`config.mk`:
```
export PLATFORM = sky130hd
export DESIGN_NAME = key_press_duration_classifier
export DESIGN_NICKNAME = d
export VERILOG_FILES = /design/src/rtl/kpd_pkg.sv /design/src/rtl/kpd_store.sv /design/src/rtl/kpd_update.sv /design/src/rtl/key_press_duration_classifier.sv
export SDC_FILE = /design/constraint.sdc
export NUM_CORES = 1
export LEC_CHECK = 0
export BUFFER_PORTS_ARGS = -buffer_cell sky130_fd_sc_hd__clkbuf_2
export CAP_MARGIN = 20
export CORE_MARGIN = 1.5
export CORE_UTILIZATION = 50
export DETAILED_ROUTE_END_ITERATION = 8
export PLACE_DENSITY_LB_ADDON = 0.3
export SLEW_MARGIN = 10
export SYNTH_ARGS = -nofsm -noshare
export SYNTH_HDL_FRONTEND = slang
export SYNTH_SLANG_ARGS = --single-unit
```
`constraint.sdc`:
```
create_clock -name aclk -period 11.9 [get_ports aclk]
set_clock_uncertainty 0.2 [all_clocks]
set_input_delay 1.785 -clock aclk [delete_from_list [all_inputs] [get_ports aclk]]
set_output_delay 1.785 -clock aclk [all_outputs]
set_load 0.02 [all_outputs]
```
`src/rtl/kpd_pkg.sv`:
```
`timescale 1ns / 1ps

package kpd_pkg;

    // Number of keys served by the per-slot store.
    localparam int KEY_SLOTS = 8;

    // Width of a store address; at least one bit so a single-key build still works.
    localparam int SLOT_IW = (KEY_SLOTS > 1) ? $clog2(KEY_SLOTS) : 1;

    // Fixed field widths of the stream payloads.
    localparam int SLOT_W   = 3;
    localparam int TICK_W   = 32;
    localparam int THRESH_W = 16;
    localparam int CFG_IW   = 2;

    // Packed tdata widths, rounded up to whole bytes.
    localparam int S_TDATA_W = 40;
    localparam int M_TDATA_W = 8;

    typedef enum logic [2:0] {
        CLS_IDLE,
        CLS_PRESSED,
        CLS_LONG,
        CLS_LONG_LONG,
        CLS_LONGEST,
        CLS_RELEASED
    } key_class_t;

    typedef enum logic [1:0] {
        EV_NONE,
        EV_DOWN,
        EV_UP
    } key_event_t;

    // Configuration register indexes.
    typedef enum logic [CFG_IW-1:0] {
        REG_PRESS_TIME,
        REG_LONG_TIME,
        REG_LONG_LONG_TIME,
        REG_LONGEST_TIME
    } cfg_reg_t;

    // One entry of the per-slot store.
    typedef struct packed {
        logic [TICK_W-1:0] start_time;
        logic              timing;
        logic              is_pressed;
        logic              is_released;
        logic              was_sent;
        key_class_t        class_code;
    } kpd_entry_t;

    // The four hold thresholds.
    typedef struct packed {
        logic [THRESH_W-1:0] press_time;
        logic [THRESH_W-1:0] long_time;
        logic [THRESH_W-1:0] long_long_time;
        logic [THRESH_W-1:0] longest_time;
    } kpd_thresh_t;

    // Store write request from the update stage.
    typedef struct packed {
        logic               en;
        logic [SLOT_IW-1:0] idx;
        kpd_entry_t         data;
    } kpd_wr_t;

    // Maps a slot field onto a store address.
    function automatic logic [SLOT_IW-1:0] slot_index(input logic [SLOT_W-1:0] slot);
        logic [SLOT_IW+SLOT_W-1:0] wide;
        wide = {{SLOT_IW{1'b0}}, slot};
        return wide[SLOT_IW-1:0];
    endfunction

    // True when the slot field names a key that the store holds.
    function automatic logic slot_in_range(input logic [SLOT_W-1:0] slot);
        return 32'(slot) < 32'(KEY_SLOTS);
    endfunction

endpackage

```
`src/rtl/kpd_store.sv`:
```
`timescale 1ns / 1ps

module kpd_store
    import kpd_pkg::*;
(
    input  logic               aclk,
    input  logic               aresetn,
    input  logic               rd_en,
    input  logic [SLOT_IW-1:0] rd_idx,
    input  kpd_wr_t            wr,
    output kpd_entry_t         rd_entry
);

    kpd_entry_t mem [KEY_SLOTS];

    logic [KEY_SLOTS-1:0] vld_reg;
    kpd_entry_t           rd_data_reg;
    logic                 rd_vld_reg;
    logic                 fwd_reg;
    kpd_entry_t           fwd_data_reg;

    // Entry storage, written by the update stage.
    always_ff @(posedge aclk) begin
        if (wr.en) begin
            mem[wr.idx] <= wr.data;
        end
    end

    // Registered read port.
    always_ff @(posedge aclk) begin
        if (rd_en) begin
            rd_data_reg  <= mem[rd_idx];
            fwd_data_reg <= wr.data;
        end
    end

    // Written flags: an entry not yet written reads as the reset value.
    always_ff @(posedge aclk) begin
        if (!aresetn) begin
            vld_reg    <= '0;
            rd_vld_reg <= 1'b0;
            fwd_reg    <= 1'b0;
        end else begin
            if (wr.en) begin
                vld_reg[wr.idx] <= 1'b1;
            end
            if (rd_en) begin
                rd_vld_reg <= vld_reg[rd_idx];
                // A write to the same entry in the read cycle wins over the stale array data.
                fwd_reg    <= wr.en && (wr.idx == rd_idx);
            end
        end
    end

    always_comb begin
        if (fwd_reg) begin
            rd_entry = fwd_data_reg;
        end else if (rd_vld_reg) begin
            rd_entry = rd_data_reg;
        end else begin
            rd_entry = '0;
        end
    end

endmodule

```
`src/rtl/kpd_update.sv`:
```
`timescale 1ns / 1ps

module kpd_update
    import kpd_pkg::*;
(
    input  kpd_entry_t        cur,
    input  logic              pin_high,
    input  logic [TICK_W-1:0] now_ticks,
    input  kpd_thresh_t       thresh,
    output kpd_entry_t        nxt,
    output key_event_t        event_res
);

    logic [TICK_W-1:0] start;
    logic [TICK_W-1:0] dur;
    logic              over_press;
    logic              over_long;
    logic              over_long_long;
    logic              over_longest;

    // Hold time since the press began, modulo 2^32.
    assign start          = cur.timing ? cur.start_time : now_ticks;
    assign dur            = now_ticks - start;
    assign over_press     = dur > TICK_W'(thresh.press_time);
    assign over_long      = dur > TICK_W'(thresh.long_time);
    assign over_long_long = dur > TICK_W'(thresh.long_long_time);
    assign over_longest   = dur > TICK_W'(thresh.longest_time);

    // Class stepping and event selection; later checks override earlier ones.
    always_comb begin
        nxt       = cur;
        event_res = EV_NONE;
        if (!pin_high) begin
            nxt.timing     = 1'b1;
            nxt.start_time = start;
            if (over_press && !cur.is_pressed) begin
                nxt.is_pressed  = 1'b1;
                nxt.is_released = 1'b0;
                nxt.was_sent    = 1'b0;
                nxt.class_code  = CLS_PRESSED;
            end
            if (nxt.is_pressed) begin
                if (over_long) begin
                    nxt.is_released = 1'b0;
                    nxt.was_sent    = 1'b0;
                    nxt.class_code  = CLS_LONG;
                end
                if (over_long_long) begin
                    nxt.is_released = 1'b0;
                    nxt.was_sent    = 1'b0;
                    nxt.class_code  = CLS_LONG_LONG;
                end
                if (over_longest) begin
                    nxt.is_released = 1'b0;
                    nxt.was_sent    = 1'b0;
                    nxt.class_code  = CLS_LONGEST;
                end
            end
        end else begin
            if (cur.is_pressed) begin
                nxt.is_released = 1'b1;
                nxt.was_sent    = 1'b0;
                nxt.class_code  = CLS_RELEASED;
            end
            nxt.is_pressed = 1'b0;
            nxt.timing     = 1'b0;
        end

        if (!nxt.was_sent) begin
            if (nxt.is_pressed) begin
                event_res    = EV_DOWN;
                nxt.was_sent = 1'b1;
            end else if (nxt.is_released) begin
                event_res    = EV_UP;
                nxt.was_sent = 1'b1;
            end
        end
    end

endmodule

```
`src/rtl/key_press_duration_classifier.sv`:
```
`timescale 1ns / 1ps

// Key press duration classifier.
// Each beat on the s_ channel is one poll of one active-low key: the slot,
// the sampled pin level and a free-running tick count. Each poll gives
// exactly one beat on the m_ channel with the slot, an event (none, key
// down, key up) and the key's hold class.
// One poll is accepted every cycle while s_tready is high; its slot's entry
// is read from the per-slot store in the accept cycle, updated and written
// back as it moves into the output register, and a write that meets a read
// of the same slot is forwarded into the read result. Thresholds must be
// written over the cfg port while the block is idle; the block does not enforce it.
// Reset clears the thresholds to their defaults, empties the pipeline and
// marks every slot entry unwritten, so each reads as idle; no clearing pass
// is needed and a poll may be accepted in the first cycle after reset.
// When the receiver stalls, the result stays in the output register and one
// more poll may sit in the update stage; after that s_tready drops.
module key_press_duration_classifier
    import kpd_pkg::*;
(
    input  logic                  aclk,
    input  logic                  aresetn,
    // Configuration write port.
    input  logic                  cfg_wr_en,
    input  logic [CFG_IW-1:0]     cfg_addr,
    input  logic [THRESH_W-1:0]   cfg_wr_data,
    // Poll input.
    input  logic                  s_tvalid,
    output logic                  s_tready,
    input  logic [S_TDATA_W-1:0]  s_tdata,   // slot[2:0], pin_high[3], now_ticks[35:4], zero
    // Result output.
    output logic                  m_tvalid,
    input  logic                  m_tready,
    output logic [M_TDATA_W-1:0]  m_tdata    // slot_out[2:0], event_res[4:3], key_class[7:5]
);

    kpd_thresh_t thresh_reg;

    logic              st1_v_reg;
    logic [SLOT_W-1:0] st1_slot_reg;
    logic              st1_in_range_reg;
    logic              st1_pin_reg;
    logic [TICK_W-1:0] st1_now_reg;

    logic              out_v_reg;
    logic [SLOT_W-1:0] out_slot_reg;
    key_event_t        out_ev_reg;
    key_class_t        out_cls_reg;

    logic              out_free;
    logic              st1_adv;
    logic              s_fire;
    logic [SLOT_W-1:0] s_slot;
    kpd_entry_t        cur_entry;
    kpd_entry_t        nxt_entry;
    key_event_t        upd_event;
    kpd_wr_t           wr;

    // Handshake between the stages.
    assign s_slot   = s_tdata[SLOT_W-1:0];
    assign out_free = !out_v_reg || m_tready;
    assign st1_adv  = st1_v_reg && out_free;
    assign s_tready = !st1_v_reg || out_free;
    assign s_fire   = s_tvalid && s_tready;

    // Threshold registers.
    always_ff @(posedge aclk) begin
        if (!aresetn) begin
            thresh_reg.press_time     <= THRESH_W'(50);
            thresh_reg.long_time      <= THRESH_W'(1000);
            thresh_reg.long_long_time <= THRESH_W'(3000);
            thresh_reg.longest_time   <= THRESH_W'(5000);
        end else if (cfg_wr_en) begin
            unique case (cfg_reg_t'(cfg_addr))
                REG_PRESS_TIME:     thresh_reg.press_time     <= cfg_wr_data;
                REG_LONG_TIME:      thresh_reg.long_time      <= cfg_wr_data;
                REG_LONG_LONG_TIME: thresh_reg.long_long_time <= cfg_wr_data;
                REG_LONGEST_TIME:   thresh_reg.longest_time   <= cfg_wr_data;
                default: ;
            endcase
        end
    end

    // Per-slot store.
    kpd_store u_store (
        .aclk     (aclk),
        .aresetn  (aresetn),
        .rd_en    (s_fire),
        .rd_idx   (slot_index(s_slot)),
        .wr       (wr),
        .rd_entry (cur_entry)
    );

    // Update stage valid.
    always_ff @(posedge aclk) begin
        if (!aresetn) begin
            st1_v_reg <= 1'b0;
        end else if (s_tready) begin
            st1_v_reg <= s_tvalid;
        end
    end

    // Update stage payload.
    always_ff @(posedge aclk) begin
        if (s_fire) begin
            st1_slot_reg     <= s_slot;
            st1_in_range_reg <= slot_in_range(s_slot);
            st1_pin_reg      <= s_tdata[SLOT_W];
            st1_now_reg      <= s_tdata[SLOT_W+TICK_W:SLOT_W+1];
        end
    end

    kpd_update u_update (
        .cur       (cur_entry),
        .pin_high  (st1_pin_reg),
        .now_ticks (st1_now_reg),
        .thresh    (thresh_reg),
        .nxt       (nxt_entry),
        .event_res (upd_event)
    );

    // Write-back happens as the result moves into the output register.
    assign wr.en   = st1_adv && st1_in_range_reg;
    assign wr.idx  = slot_index(st1_slot_reg);
    assign wr.data = nxt_entry;

    // Output register valid.
    always_ff @(posedge aclk) begin
        if (!aresetn) begin
            out_v_reg <= 1'b0;
        end else if (out_free) begin
            out_v_reg <= st1_v_reg;
        end
    end

    // Output register payload; a slot outside the store reports idle.
    always_ff @(posedge aclk) begin
        if (st1_adv) begin
            out_slot_reg <= st1_slot_reg;
            if (st1_in_range_reg) begin
                out_ev_reg  <= upd_event;
                out_cls_reg <= nxt_entry.class_code;
            end else begin
                out_ev_reg  <= EV_NONE;
                out_cls_reg <= CLS_IDLE;
            end
        end
    end

    assign m_tvalid = out_v_reg;
    assign m_tdata  = {out_cls_reg, out_ev_reg, out_slot_reg};

endmodule

```
After elaboration in Yosys (flattened, before gate mapping)
Memories as Yosys holds them, arrays and structs flattened. A register that Yosys moved wholly into a read port is not among the register bits.
Index checks and enable logic that the tools add are counted.

cells by class
  $add $sub $neg = 1
  order comparisons = 7
  equal/unequal tests = 4
  multiplexer cells = 23
  bitwise gates (word level) = 1
  reduce and logical (&&, ||, !) cells = 16

operators by type and width
  kind                count
  $gt 32x16->1        4
  $mux 39             2
  $mux 32             2
  $sub 32x32->32      1
  $mux 5              5
  $mux 6              2
  $lt 3x4->1 const B  2
  $mux 1              8
  $or 8x8->8          1
  $reduce_and 2->1    4
  $mux 7              1
  $logic_and 1x1->1   5
  $eq 2x2->1 const B  2
  $bmux 1 s3          1
  $demux 1 s3         1
  $eq 3x3->1          1
  $ge 3x1->1 const B  1
  $logic_not 1->1     3
  $eq 2x1->1 const B  1
  $logic_not 2->1     1
  $logic_or 1x1->1    2
  $mux 2              1
  $reduce_or 2->1     1

word-level totals
  flip-flop bits (word level) = 159
  memory bits (writable) = 312
  input bits = 63
  output and inout bits = 10
  word-level logic and storage cells = 75
  memories kept = 1

memories
  memory       words  width  read ports  clocked after Yosys merged registers in  wr ports  line             RTL
  u_store.mem  8      39     1           1                                        1         kpd_store.sv:14  kpd_entry_t mem [KEY_SLOTS];

Depth between registers and ports, before layout
  word-level depth = 16
  depth in mapped cells = 27
  depth with buffers taken out = 24

Modules after synthesis
Synthesis repeated with hierarchy kept, for this count alone.

unflattened totals
  cells, all modules = 1573
  area total of the unflattened synthesis = 23129.7 µm²

by module, submodules not included
  module                         instances  cells each  area an instance (µm²)  seq. area each (µm²)
  kpd_store                      1          624         14889.3                 11911.4
  kpd_update                     1          652         4340.4                  0.0
  key_press_duration_classifier  1          297         3900.0                  2642.5

Worst setup path after synthesis
No wires, ideal clock.

  path kind = input-to-reg
  start point = input m_tready
  end point = memory u_store.mem[0][0] (netlist name) (enable)
  setup time = 0.536 ns
  data arrival time = 5.851 ns
  required time = 11.164 ns
  setup slack = 5.313 ns
  stages on the path = 3
  buffers on the path = 0
  cell sequence = nor2b_1 nand2b_1 nor4_1

on the way
  cells in the longest elaborated chain, start to end = 4

RTL lines
  element                       line                                 RTL
  start, declared               key_press_duration_classifier.sv:33  input logic m_tready,
  $logic_or 1x1->1              key_press_duration_classifier.sv:61  assign out_free = !out_v_reg || m_tready;
  $logic_and 1x1->1             key_press_duration_classifier.sv:62  assign st1_adv = st1_v_reg && out_free;
  $mux 1                        kpd_store.sv:24                      if (wr.en) begin
  $mux 1 (not written as such)  kpd_store.sv:25                      mem[wr.idx] <= wr.data;
  end, declared                 kpd_store.sv:14

No other way between the ends.

==> flow_summary_export.csv <==
group,metric,value,unit
status,status,"finished, final reports clean",
global_route,grt_max_degree,77,
placed_design,portBuffers,68,
setup_path,worstSetupPathType,"reg -> reg",
setup_path,crit_path_frequent_cell,"nor2_1",
setup_path,r2r-start,"u_store.rd_vld_reg",
floorplan,core_area,45600,sq um
floorplan,start_util,50.9,%
routing,drt_first_pass_iters,5,
setup_path,crit_family,"compound AO/OA/AOI/OAI gates",
logic_synthesis,synth-seq-cells,510,
setup_path,path_depth,25,
cts,cts_max_path_buffers,3,
setup_path,crit_end,"out_cls_reg[1]",
routing,post-route-drc-count,0,
global_route,gr-usage-met2,36.7,%
placed_design,place_congestion,0.911,
cts,post-cts-setup-buffer-count,0,
global_route,grt_pass1_vias,14000,
global_route,overflow,0,
layout,syn_to_final_growth,11.4,%
setup_path,worst_path_largest_cell_delay,0.61,ns
layout,final_cell_mix,"edfxtp_1, nand2_1, ha_1",
global_route,track_usage,21.7,%
logic_synthesis,yosysTopAreaCell,"edfxtp_1",
setup_path,critPathCaptureType,"register",
timing,period_share,61.7,%
timing,fmax,0.136,GHz
logic_synthesis,syn_nets,1828,
power_and_ir_drop,power.total,0.00420,W
logic_synthesis,synth_top_area_share,56.2,%
logic_synthesis,synth_area,23200,sq um
timing,worstMarginPinSlew,1.05,ns
logic_synthesis,avgSynthCellArea,13.9,sq um
routing,wl_per_cell,21.5,um
power_and_ir_drop,peakVddDrop,0.114,mV
logic_synthesis,seq_area_frac_synth,62.7,%
timing,setup_viol,0,
floorplan,die_width,218,um
layout,layout-drive-gt1-share,17.7,%
global_route,antenna_found_initial,0,
logic_synthesis,synth_cell_types,79,
cts,numCtsBuffers,53,
cts,cts_tree,"yes",
setup_path,reg2reg_setup_slack,4.56,ns
layout,final_common_cell,"edfxtp_1",
power_and_ir_drop,p_per_area,162,nW/um^2
cts,cts-root-buf,"clkbuf_16",
flow_run,drv_cap,0,
cts,ctsResizeCount,0,
cts,htreeDepth,2,
logic_synthesis,ys_warn_count,0,
setup_path,cp.required,11.99,ns
floorplan,io_pins,73,
setup_path,worstSetupStartpointType,"register",
timing,hold_viol_final,0,
layout,fill_cells,3530,
global_route,use_met1,28.8,%
layout,n_antenna_cell,0,
timing,drv_slew,0,
floorplan,die-area,47700,sq um
routing,num_vias,14100,
floorplan,fp-row-count,78,
global_route,use_met3,2.85,%
routing,viasPerCell,5.96,
setup_path,arrival,7.43,ns
logic_synthesis,async_flop_share,0,%
setup_path,ff2ff_path_depth,25,
setup_path,cpMaxStageDelayCell,"xnor2_1",
routing,routed_wl,50900,um
logic_synthesis,synth-edff-count,434,
cts,cts_num_sinks,510,
placed_design,dp_hpwl,30900,um
timing,rsz0062_at_grt,"false",
layout,final_nets,1888,
logic_synthesis,postSynthCellCount,1671,
global_route,grt_pass1_wl,78800,um
min_path,hp-class,"reg -> reg",
routing,initialDrtViolationCount,1246,
floorplan,die_h,218,um
timing,final.setup.tns,0,ns
logic_synthesis,synthFlopType,"edfxtp_1",
logic_synthesis,synth_area_leaders,"edfxtp_1, mux4_2, dfxtp_1, ha_1, nand2_1",
setup_path,critPathLaunch,"u_store.rd_vld_reg",
routing,detail-route-antenna-nets,0,
cts,clk_pin_slew,0.06,ns
cts,ctsHoldBuffers,0,
setup_path,r2r-end,"out_cls_reg[1]",
global_route,grt-busiest-layer,"met2",
layout,largest_reg_flops,312,
setup_path,crit_path_max_fanout,63,
power_and_ir_drop,leakage,8.95,nW
timing,maxSlewHeadroom,30.3,%
timing,final.min_clock_period,7.34,ns
setup_path,cp.buffers_inverters,2,
cts,clock_latency,0.60,ns
==> synth_stat cells, drive strengths merged (3+ instances only) <==
cell type    n
nand2      182
a21oi       83
a21o        22
nand3b       8
or3          4
nor3        13
mux4        80
and3         7
or2          4
nor2b       13
o21a        18
a211oi       6
dfxtp       76
ha          93
mux2        40
o2111ai      3
nand2b       7
clkbuf      66
o21ai       76
o21bai       5
nand4       26
xnor2       22
o31ai        4
a31oi        8
edfxtp     434
o211ai      31
xor2         7
o31a         3
a22o         6
nor2        65
nand3       18
a22oi       36
mux2i        5
inv         74
a21boi      49
and4         4
nor4         8
buf         17
and2        11
==> stage by stage <==
stage | worst slack (ns) | area, sq um | util (%) | hold slack, ns | instances
5_1_grt | 4.05 | 25900 | 56.7 | 0.289 | 2370
3_5_place_dp | 4.68 | 24200 | 53.0 | 0.252 | 2274
2_1_floorplan | 5.31 | 23200 | - | 0.235 | 1671
6_report | 4.56 | 25900 | 56.7 | 0.266 | 2370
4_1_cts | 4.65 | 25800 | 56.6 | 0.269 | 2368
3_3_place_gp | 4.85 | 24200 | 53.0 | 0.241 | 2274
==> power breakdown <==
group          internal, W  switching (W)  total, W
combinational     0.000216       0.000350  0.000566
clock             0.000919       0.000672   0.00159
sequential         0.00202      0.0000263   0.00204
==> cells by family (layout without fill, tap and decap cells) <==
| kind of cell | after synthesis | count (layout) | synth area share, % |
|---|---|---|---|
| buf+inv | 157 | 256 | 2.68 |
| mux | 125 | 125 | 9.92 |
| xor+xnor | 29 | 29 | 1.09 |
| fa+ha+maj | 94 | 94 | 5.10 |
| simple gates | 380 | 380 | 7.64 |
| compound gates | 376 | 376 | 10.8 |
| flops | 510 | 510 | 62.7 |
==> cell type report <==
| class | instances | area, sq um | share of cell area [%] |
|---|---|---|---|
| clock inverter | 27 | 221 | 0.857 |
| timing repair buffer | 88 | 519 | 2.01 |
| inverter | 74 | 278 | 1.07 |
| clock buffer | 67 | 1440 | 5.58 |
| tap | 600 | 751 | 2.90 |
| multi-input combinational | 1004 | 8090 | 31.3 |
| sequential | 510 | 14600 | 56.3 |
==> worst min path at each step <==
stage | depth (start not counted) | end | startpoint
after floorplan | 1 | u_store.vld_reg[2] | u_store.vld_reg[2]
after global placement | 1 | u_store.vld_reg[2] | u_store.vld_reg[2]
after detailed placement | 1 | u_store.vld_reg[6] | u_store.vld_reg[6]
after CTS | 2 | thresh_reg[45] | thresh_reg[45]
after global routing | 1 | u_store.vld_reg[3] | u_store.vld_reg[3]
final | 2 | thresh_reg[45] | thresh_reg[45]
==> worst reg2reg max path: cells and delay by family (launching register included) <==
kind / cells / cell delay (ns)
AO/OA/AOI/OAI: 13 / 2.70
XOR/XNOR: 1 / 0.61
adder cells (fa/ha/maj): 3 / 1.03
buffers and inverters: 2 / 0.95
flip-flops: 1 / 0.56
AND/OR/NAND/NOR: 6 / 0.97
==> routing by layer <==
layer / part of all wire, % / up-vias
met4: 2.6 / 0
met1: 43 / 7057
met3: 5.4 / 82
met5: 0 / -
li1: - / 6535
met2: 49 / 459
No activity file was read; power rests on OpenSTA's default activity.
